`config.mk`:
```
export PLATFORM = sky130hd
export DESIGN_NAME = ultrasonic_range_controller_unit
export DESIGN_NICKNAME = d
export VERILOG_FILES = /design/src/design/urc_pkg.sv /design/src/design/urc_tick_ctrl.sv /design/src/design/ultrasonic_range_controller_unit.sv
export SDC_FILE = /design/constraint.sdc
export NUM_CORES = 1
export LEC_CHECK = 0
export BUFFER_PORTS_ARGS = -buffer_cell sky130_fd_sc_hd__buf_2
export CAP_MARGIN = 20
export CORE_ASPECT_RATIO = 1.25
export CORE_MARGIN = 3
export CORE_UTILIZATION = 58
export CTS_CLUSTER_DIAMETER = 30
export DETAILED_ROUTE_END_ITERATION = 16
export PLACE_DENSITY = 0.83
export SYNTH_ARGS = -nofsm -noshare
export SYNTH_HDL_FRONTEND = slang
export SYNTH_SLANG_ARGS = --single-unit
export TNS_END_PERCENT = 100
```
`constraint.sdc`:
```
create_clock -name aclk -period 7.31 [get_ports aclk]
set_input_delay 0.3655 -clock aclk [delete_from_list [all_inputs] [get_ports aclk]]
set_output_delay 0.3655 -clock aclk [all_outputs]
set_load 0.005 [all_outputs]
```
`src/design/urc_pkg.sv`:
```
// Shared constants, register codes and types for the ultrasonic range controller.
`timescale 1ns / 1ps
`default_nettype none

package urc_pkg;

    localparam int ECHO_COUNT_WIDTH = 16;

    localparam int PERIOD_W   = 20;
    localparam int TRIG_W     = 8;
    localparam int DIST_W     = 14;
    localparam int CFG_DATA_W = 20;
    localparam int CFG_IDX_W  = 2;

    // Echo count times 17, then floor division by 100 through a reciprocal.
    localparam int PROD_W      = ECHO_COUNT_WIDTH + 5;
    localparam int RECIP_SHIFT = PROD_W + 7;
    localparam int RECIP_W     = RECIP_SHIFT - 6;
    localparam int QUOT_W      = PROD_W - 6;
    localparam int CMP_W       = (QUOT_W > DIST_W) ? QUOT_W : DIST_W;
    localparam logic [RECIP_W-1:0] RECIP_MULT =
        RECIP_W'(((64'd1 << RECIP_SHIFT) + 64'd99) / 64'd100);

    localparam logic                  RST_ENABLE         = 1'b1;
    localparam logic [PERIOD_W-1:0]   RST_POLL_PERIOD    = PERIOD_W'(20000);
    localparam logic [TRIG_W-1:0]     RST_TRIGGER_WIDTH  = TRIG_W'(12);
    localparam logic [DIST_W-1:0]     RST_MAX_DISTANCE   = DIST_W'(2000);

    typedef enum logic [CFG_IDX_W-1:0] {
        REG_ENABLE,
        REG_POLL_PERIOD,
        REG_TRIGGER_WIDTH,
        REG_MAX_DISTANCE
    } cfg_reg_t;

    typedef struct packed {
        logic                enable;
        logic [PERIOD_W-1:0] poll_period_us;
        logic [TRIG_W-1:0]   trigger_width_us;
        logic [DIST_W-1:0]   max_distance_mm;
    } cfg_t;

    typedef struct packed {
        logic              trigger_level;
        logic              distance_valid;
        logic [PROD_W-1:0] echo_product;
    } tick_res_t;

endpackage

`default_nettype wire

```
`src/design/urc_tick_ctrl.sv`:
```
// Trigger period counter and echo pulse timer, advanced once per accepted tick.
`timescale 1ns / 1ps
`default_nettype none

module urc_tick_ctrl
    import urc_pkg::*;
(
    input  wire logic      aclk,
    input  wire logic      aresetn,
    input  wire logic      step,
    input  wire logic      echo_level,
    input  wire cfg_t      cfg,
    output tick_res_t      res
);

    logic [PERIOD_W-1:0]         period_count_reg, period_count_next;
    logic [ECHO_COUNT_WIDTH-1:0] echo_count_reg, echo_count_next;
    logic                        echo_prev_reg, echo_prev_next;
    logic                        measuring_reg, measuring_next;
    logic [PERIOD_W:0]           period_inc;

    always_comb begin
        period_inc        = {1'b0, period_count_reg} + (PERIOD_W + 1)'(1);
        period_count_next = '0;
        res.trigger_level = 1'b0;
        if (cfg.enable) begin
            res.trigger_level = (period_count_reg < PERIOD_W'(cfg.trigger_width_us));
            if (period_inc >= {1'b0, cfg.poll_period_us}) begin
                period_count_next = '0;
            end else begin
                period_count_next = period_inc[PERIOD_W-1:0];
            end
        end

        echo_count_next    = echo_count_reg;
        measuring_next     = measuring_reg;
        res.distance_valid = 1'b0;
        if (echo_level) begin
            if (!echo_prev_reg) begin
                measuring_next  = 1'b1;
                echo_count_next = ECHO_COUNT_WIDTH'(1);
            end else if (measuring_reg && (echo_count_reg != '1)) begin
                echo_count_next = echo_count_reg + ECHO_COUNT_WIDTH'(1);
            end
        end else if (echo_prev_reg && measuring_reg) begin
            res.distance_valid = 1'b1;
            measuring_next     = 1'b0;
        end
        echo_prev_next = echo_level;

        res.echo_product = {1'b0, echo_count_reg, 4'b0000} + PROD_W'(echo_count_reg);
    end

    always_ff @(posedge aclk) begin
        if (!aresetn) begin
            period_count_reg <= '0;
            echo_count_reg   <= '0;
            echo_prev_reg    <= 1'b0;
            measuring_reg    <= 1'b0;
        end else if (step) begin
            period_count_reg <= period_count_next;
            echo_count_reg   <= echo_count_next;
            echo_prev_reg    <= echo_prev_next;
            measuring_reg    <= measuring_next;
        end
    end

endmodule

`default_nettype wire

```
`src/design/ultrasonic_range_controller_unit.sv`:
```
// Top level of the ultrasonic range controller: configuration, pipeline and stream ports.
// A result passes through the stage-1 registers and the output register to the master side.
// Throughput: one transaction per cycle unless m_tready stalls the output; the tick
// counters update at the accepting edge, and a two-stage pipeline (times 17, then a
// reciprocal multiply for the division by 100) carries the result to the output register.
// Reset: aresetn clears all counters and pipeline valid bits and restores register defaults.
`timescale 1ns / 1ps
`default_nettype none

module ultrasonic_range_controller_unit
    import urc_pkg::*;
(
    input  wire logic                  aclk,
    input  wire logic                  aresetn,

    input  wire logic                  cfg_wr_en,
    input  wire logic [CFG_IDX_W-1:0]  cfg_index,
    input  wire logic [CFG_DATA_W-1:0] cfg_wdata,

    input  wire logic                  s_tvalid,
    output logic                       s_tready,
    input  wire logic [7:0]            s_tdata,   // [0] echo_level, [7:1] zero

    output logic                       m_tvalid,
    input  wire logic                  m_tready,
    output logic [15:0]                m_tdata,   // [0] trigger_level, [14:1] distance_mm
    output logic                       m_tuser    // [0] distance_valid
);

    cfg_t      cfg_reg;
    tick_res_t tick_res;

    logic              st1_valid_reg;
    logic              st1_trig_reg;
    logic              st1_dvalid_reg;
    logic [PROD_W-1:0] st1_prod_reg;

    logic              out_valid_reg;
    logic              out_trig_reg;
    logic              out_dvalid_reg;
    logic [DIST_W-1:0] out_dist_reg, out_dist_next;

    logic                          st2_ready;
    logic                          in_fire;
    logic [PROD_W+RECIP_W-1:0]     mult_full;
    logic [CMP_W-1:0]              quot_ext;

    assign st2_ready = !out_valid_reg || m_tready;
    assign s_tready  = !st1_valid_reg || st2_ready;
    assign in_fire   = s_tvalid && s_tready;

    always_ff @(posedge aclk) begin
        if (!aresetn) begin
            cfg_reg.enable           <= RST_ENABLE;
            cfg_reg.poll_period_us   <= RST_POLL_PERIOD;
            cfg_reg.trigger_width_us <= RST_TRIGGER_WIDTH;
            cfg_reg.max_distance_mm  <= RST_MAX_DISTANCE;
        end else if (cfg_wr_en) begin
            case (cfg_reg_t'(cfg_index))
                REG_ENABLE:        cfg_reg.enable           <= cfg_wdata[0];
                REG_POLL_PERIOD:   cfg_reg.poll_period_us   <= cfg_wdata[PERIOD_W-1:0];
                REG_TRIGGER_WIDTH: cfg_reg.trigger_width_us <= cfg_wdata[TRIG_W-1:0];
                REG_MAX_DISTANCE:  cfg_reg.max_distance_mm  <= cfg_wdata[DIST_W-1:0];
                default: ;
            endcase
        end
    end

    urc_tick_ctrl u_tick_ctrl (
        .aclk       (aclk),
        .aresetn    (aresetn),
        .step       (in_fire),
        .echo_level (s_tdata[0]),
        .cfg        (cfg_reg),
        .res        (tick_res)
    );

    always_ff @(posedge aclk) begin
        if (!aresetn) begin
            st1_valid_reg <= 1'b0;
        end else if (s_tready) begin
            st1_valid_reg <= s_tvalid;
        end
    end

    always_ff @(posedge aclk) begin
        if (in_fire) begin
            st1_trig_reg   <= tick_res.trigger_level;
            st1_dvalid_reg <= tick_res.distance_valid;
            st1_prod_reg   <= tick_res.echo_product;
        end
    end

    always_comb begin
        mult_full = {{RECIP_W{1'b0}}, st1_prod_reg} * {{PROD_W{1'b0}}, RECIP_MULT};
        quot_ext  = CMP_W'(mult_full[RECIP_SHIFT +: QUOT_W]);
        if (st1_dvalid_reg && (quot_ext <= CMP_W'(cfg_reg.max_distance_mm))) begin
            out_dist_next = quot_ext[DIST_W-1:0];
        end else begin
            out_dist_next = '0;
        end
    end

    always_ff @(posedge aclk) begin
        if (!aresetn) begin
            out_valid_reg <= 1'b0;
        end else if (st2_ready) begin
            out_valid_reg <= st1_valid_reg;
        end
    end

    always_ff @(posedge aclk) begin
        if (st2_ready && st1_valid_reg) begin
            out_trig_reg   <= st1_trig_reg;
            out_dvalid_reg <= st1_dvalid_reg;
            out_dist_reg   <= out_dist_next;
        end
    end

    assign m_tvalid = out_valid_reg;
    assign m_tdata  = {1'b0, out_dist_reg, out_trig_reg};
    assign m_tuser  = out_dvalid_reg;

endmodule

`default_nettype wire
```
==> flow_summary.json <==
{
  "final_net_count": 2083,
  "cpMostUsedCell": "sky130_fd_sc_hd__fa_1",
  "vias": 10500,
  "area_added_between_synthesis_and_finish_pct": 19.3,
  "dieWidth_um": 144,
  "drc_errors": 0,
  "power_leakage_nw": 8.50,
  "number_of_buffers_inserted_during_clock_tree_synthesis": 17,
  "grt_start_max_net_pins": 53,
  "cellPowerDensity_mw_per_mm2": 379,
  "clockRootBuffer": "sky130_fd_sc_hd__clkbuf_16",
  "synth_edf_count": 39,
  "drive_above_1_share_pct": 19.4,
  "final_ws_setup_ps": -744,
  "worst_ir_drop_vdd_mv": 0.360,
  "tritoncts_clock_tree": "yes",
  "via_per_inst": 5.43,
  "rsz_0062_raised_after_global_routing": "yes",
  "timing.critical_path.from_type": "flip-flop",
  "max_freq_mhz": 124,
  "critPathKind": "reg -> reg",
  "chipHeight_um": 178,
  "violations_in_the_final_reports": "setup timing",
  "first_iter_violations": 441,
  "synth-main-ff-cell": "sky130_fd_sc_hd__dfxtp_1",
  "htree_num_levels": 4,
  "fp.coreArea_mm2": 0.0232,
  "critical_path_required_ps": 7590,
  "firstDrtPassIters": 5,
  "ys_seq_area_share_pct": 20.6,
  "synth.yosys.warnings": 0,
  "overflow": 0,
  "final_report_max_slew_violation_count": 0,
  "clock_insertion_delay_worst_skew_ps": 410,
  "vias_in_the_first_global_route": 11500,
  "synth.top_cells.by_count": "304 x sky130_fd_sc_hd__inv_1, 260 x sky130_fd_sc_hd__ha_1, 157 x sky130_fd_sc_hd__fa_1",
  "gp_congestion": 0.971,
  "initial_utilization_pct": 59.4,
  "post-layout-total-power_w": 0.00622,
  "tns_ps": -9840,
  "final.setup_skew_ps": 11.2,
  "drv.max_cap_violation_count": 0,
  "final_antenna_net_count": 0,
  "worst_setup_path_end_kind": "flip-flop",
  "dieArea_mm2": 0.0256,
  "area.sequential_mm2": 0.00283,
  "hold-path-cell-count": 3,
  "detail_route.wl_per_cell_um": 17.6,
  "asyncSetResetFlopFracSynth_pct": 0,
  "area_share_of_the_leading_cell_type_in_the_synthesized_netlist_pct": 23.6,
  "syn_area_mm2": 0.0138,
  "dp_hpwl_mm": 28.0,
  "largest_register_ffs": 43,
  "outcome": "complete, but fails checks",
  "finalWorstPathRequiredPeriod_ps": 8050,
  "setup_violation_total_in_the_final_timing_report": 14,
  "period_share_pct": 110,
  "floorplan.rows": 62,
  "cp_slowest_cell": "sky130_fd_sc_hd__fa_1",
  "clock_tree.buffer_depth": 2,
  "syn_area_per_cell_um2": 9.70,
  "cp_data_arrival_time_ps": 8330,
  "globalRouteTotalUtil_pct": 27.3,
  "synth-seq-cells": 122,
  "slew_headroom_pct": 37.1,
  "max_slew.worst_pin.slew_ps": 942,
  "postRouteWirelength_mm": 34.1,
  "buffer_ports.inserted": 45,
  "netlist_top_cells_area": "sky130_fd_sc_hd__ha_1 24%, sky130_fd_sc_hd__fa_1 23%, sky130_fd_sc_hd__dfxtp_1 12%, sky130_fd_sc_hd__edfxtp_1 8.5%, sky130_fd_sc_hd__inv_1 8.3%",
  "synthesis.instances": 1420,
  "grt_antenna_before_repair": 0,
  "fillers": 1600,
  "synthDominantAreaCellType": "sky130_fd_sc_hd__ha_1",
  "multi_input_area_mm2": 0.0100,
  "numClockSinks": 122,
  "io_pins": 54,
  "wire_length_of_the_first_global_routing_pass_mm": 54.4,
  "cts.reportedPaths.clkPinSlew_ps": 60,
  "synthDistinctLibCells": 61,
  "r2r_cells": 32,
  "worstHoldPathType": "in -> reg",
  "report.final.hold_viol_count": 0,
  "worstPathMaxFanout": 7,
  "cp_slowest_stage_delay_ps": 590,
  "synth_most_common_cell": "sky130_fd_sc_hd__inv_1",
  "antenna_cells_inserted": 0,
  "syn-num-nets": 1872
}
==> cell type report <==
class	instances	area share, %
sequential	122	17.2
tap	288	2.19
clock inverter	15	1.06
clock buffer	17	2.59
multi-input combinational	973	60.9
timing repair buffer	213	9.05
inverter	304	6.95
==> critical path, delay by kind of cell, from the launching register on <==
kind	cells	cell delay [ps]
DFF	1	400
adders and majority gates	9	4100
AOI/OAI and AO/OA	12	2270
xor gates and xnor gates	1	230
buffers and inverters	5	410
and+or+nand+nor	5	490
==> layer usage <==
| layer | wire length (um) | track usage [%] | vias to the layer above |
|---|---|---|---|
| met5 | 0 | 0 | - |
| li1 | - | - | 5020 |
| met2 | 18800 | 52.9 | 274 |
| met4 | 2080 | 14.8 | 0 |
| met3 | 1270 | 4.00 | 122 |
| met1 | 11900 | 27.4 | 5074 |
==> cell families (layout without fill, tap and decap cells) <==
kind of cell	after synthesis	in the layout	synth area share, %
other	1	1	0.0272
DFF	122	122	20.6
adders and majority gates	417	417	46.5
xor gates and xnor gates	60	60	3.82
and+or+nand+nor	320	321	11.4
AOI/OAI and AO/OA	174	174	8.74
buffers and inverters	326	549	9.01
==> power breakdown <==
part,switching (W),internal [W],total [W]
clock network,0.000330,0.000536,0.000866
logic,0.00227,0.00233,0.00460
registers,0.0000164,0.000736,0.000752
==> path summary, 6_finish.rpt <==
kind / slack, ps / to / start
max: -740 / out_dist_reg[13] / st1_prod_reg[4]
min: 200 / cfg_reg[39] / cfg_wdata[17]
max reg2reg: -740 / out_dist_reg[13] / st1_prod_reg[4]
min reg2reg: 450 / out_trig_reg / st1_trig_reg
==> per-stage QoR <==
step | hold slack (ps) | setup WS, ps | cells | util [%] | cell area, um^2
final | 203 | -744 | 1932 | 70.8 | 16400
after global routing | 217 | -993 | 1932 | 70.8 | 16400
after CTS | 195 | -632 | 1923 | 70.2 | 16300
after detailed placement | 436 | -734 | 1881 | 67.0 | 15500
after global placement | 409 | -546 | 1881 | 67.0 | 15500
after floorplan | 400 | -123 | 1420 | - | 13900
==> cell usage in the layout (no fill, tap or decap), types with 6 or more instances in the layout <==
cell,Yosys,routed
sky130_fd_sc_hd__a21oi_1,33,26
sky130_fd_sc_hd__dfxtp_1,83,83
sky130_fd_sc_hd__nand2b_1,26,26
sky130_fd_sc_hd__ha_4,0,13
sky130_fd_sc_hd__inv_2,0,7
sky130_fd_sc_hd__a21boi_0,32,31
sky130_fd_sc_hd__o211ai_1,15,15
sky130_fd_sc_hd__nor3_1,8,8
sky130_fd_sc_hd__a211oi_1,8,6
sky130_fd_sc_hd__and2_1,6,6
sky130_fd_sc_hd__nand4_1,10,10
sky130_fd_sc_hd__xor2_1,25,25
sky130_fd_sc_hd__inv_1,304,297
sky130_fd_sc_hd__a21o_1,19,19
sky130_fd_sc_hd__nand3_1,29,29
sky130_fd_sc_hd__edfxtp_1,39,39
sky130_fd_sc_hd__nor2b_1,14,14
sky130_fd_sc_hd__and3_1,12,12
sky130_fd_sc_hd__clkbuf_16,0,17
sky130_fd_sc_hd__o21bai_1,6,6
sky130_fd_sc_hd__a21oi_2,1,6
sky130_fd_sc_hd__buf_2,1,45
sky130_fd_sc_hd__nor2_1,39,39
sky130_fd_sc_hd__and2_4,9,10
sky130_fd_sc_hd__buf_4,2,168
sky130_fd_sc_hd__ha_1,260,247
sky130_fd_sc_hd__xnor2_1,35,34
sky130_fd_sc_hd__o21ai_0,29,26
sky130_fd_sc_hd__or2_2,6,6
sky130_fd_sc_hd__fa_1,157,152
sky130_fd_sc_hd__nand2_1,138,138
==> what timing repair did <==
action	4_1_cts	5_1_grt
buffers inserted	9	9
pin swaps	21	15
gates cloned	1	0
endpoints found under the setup margin	14	14
hold buffers	0	0
resized for setup	15	14
Note: power is estimated with default switching activity, not from simulation.
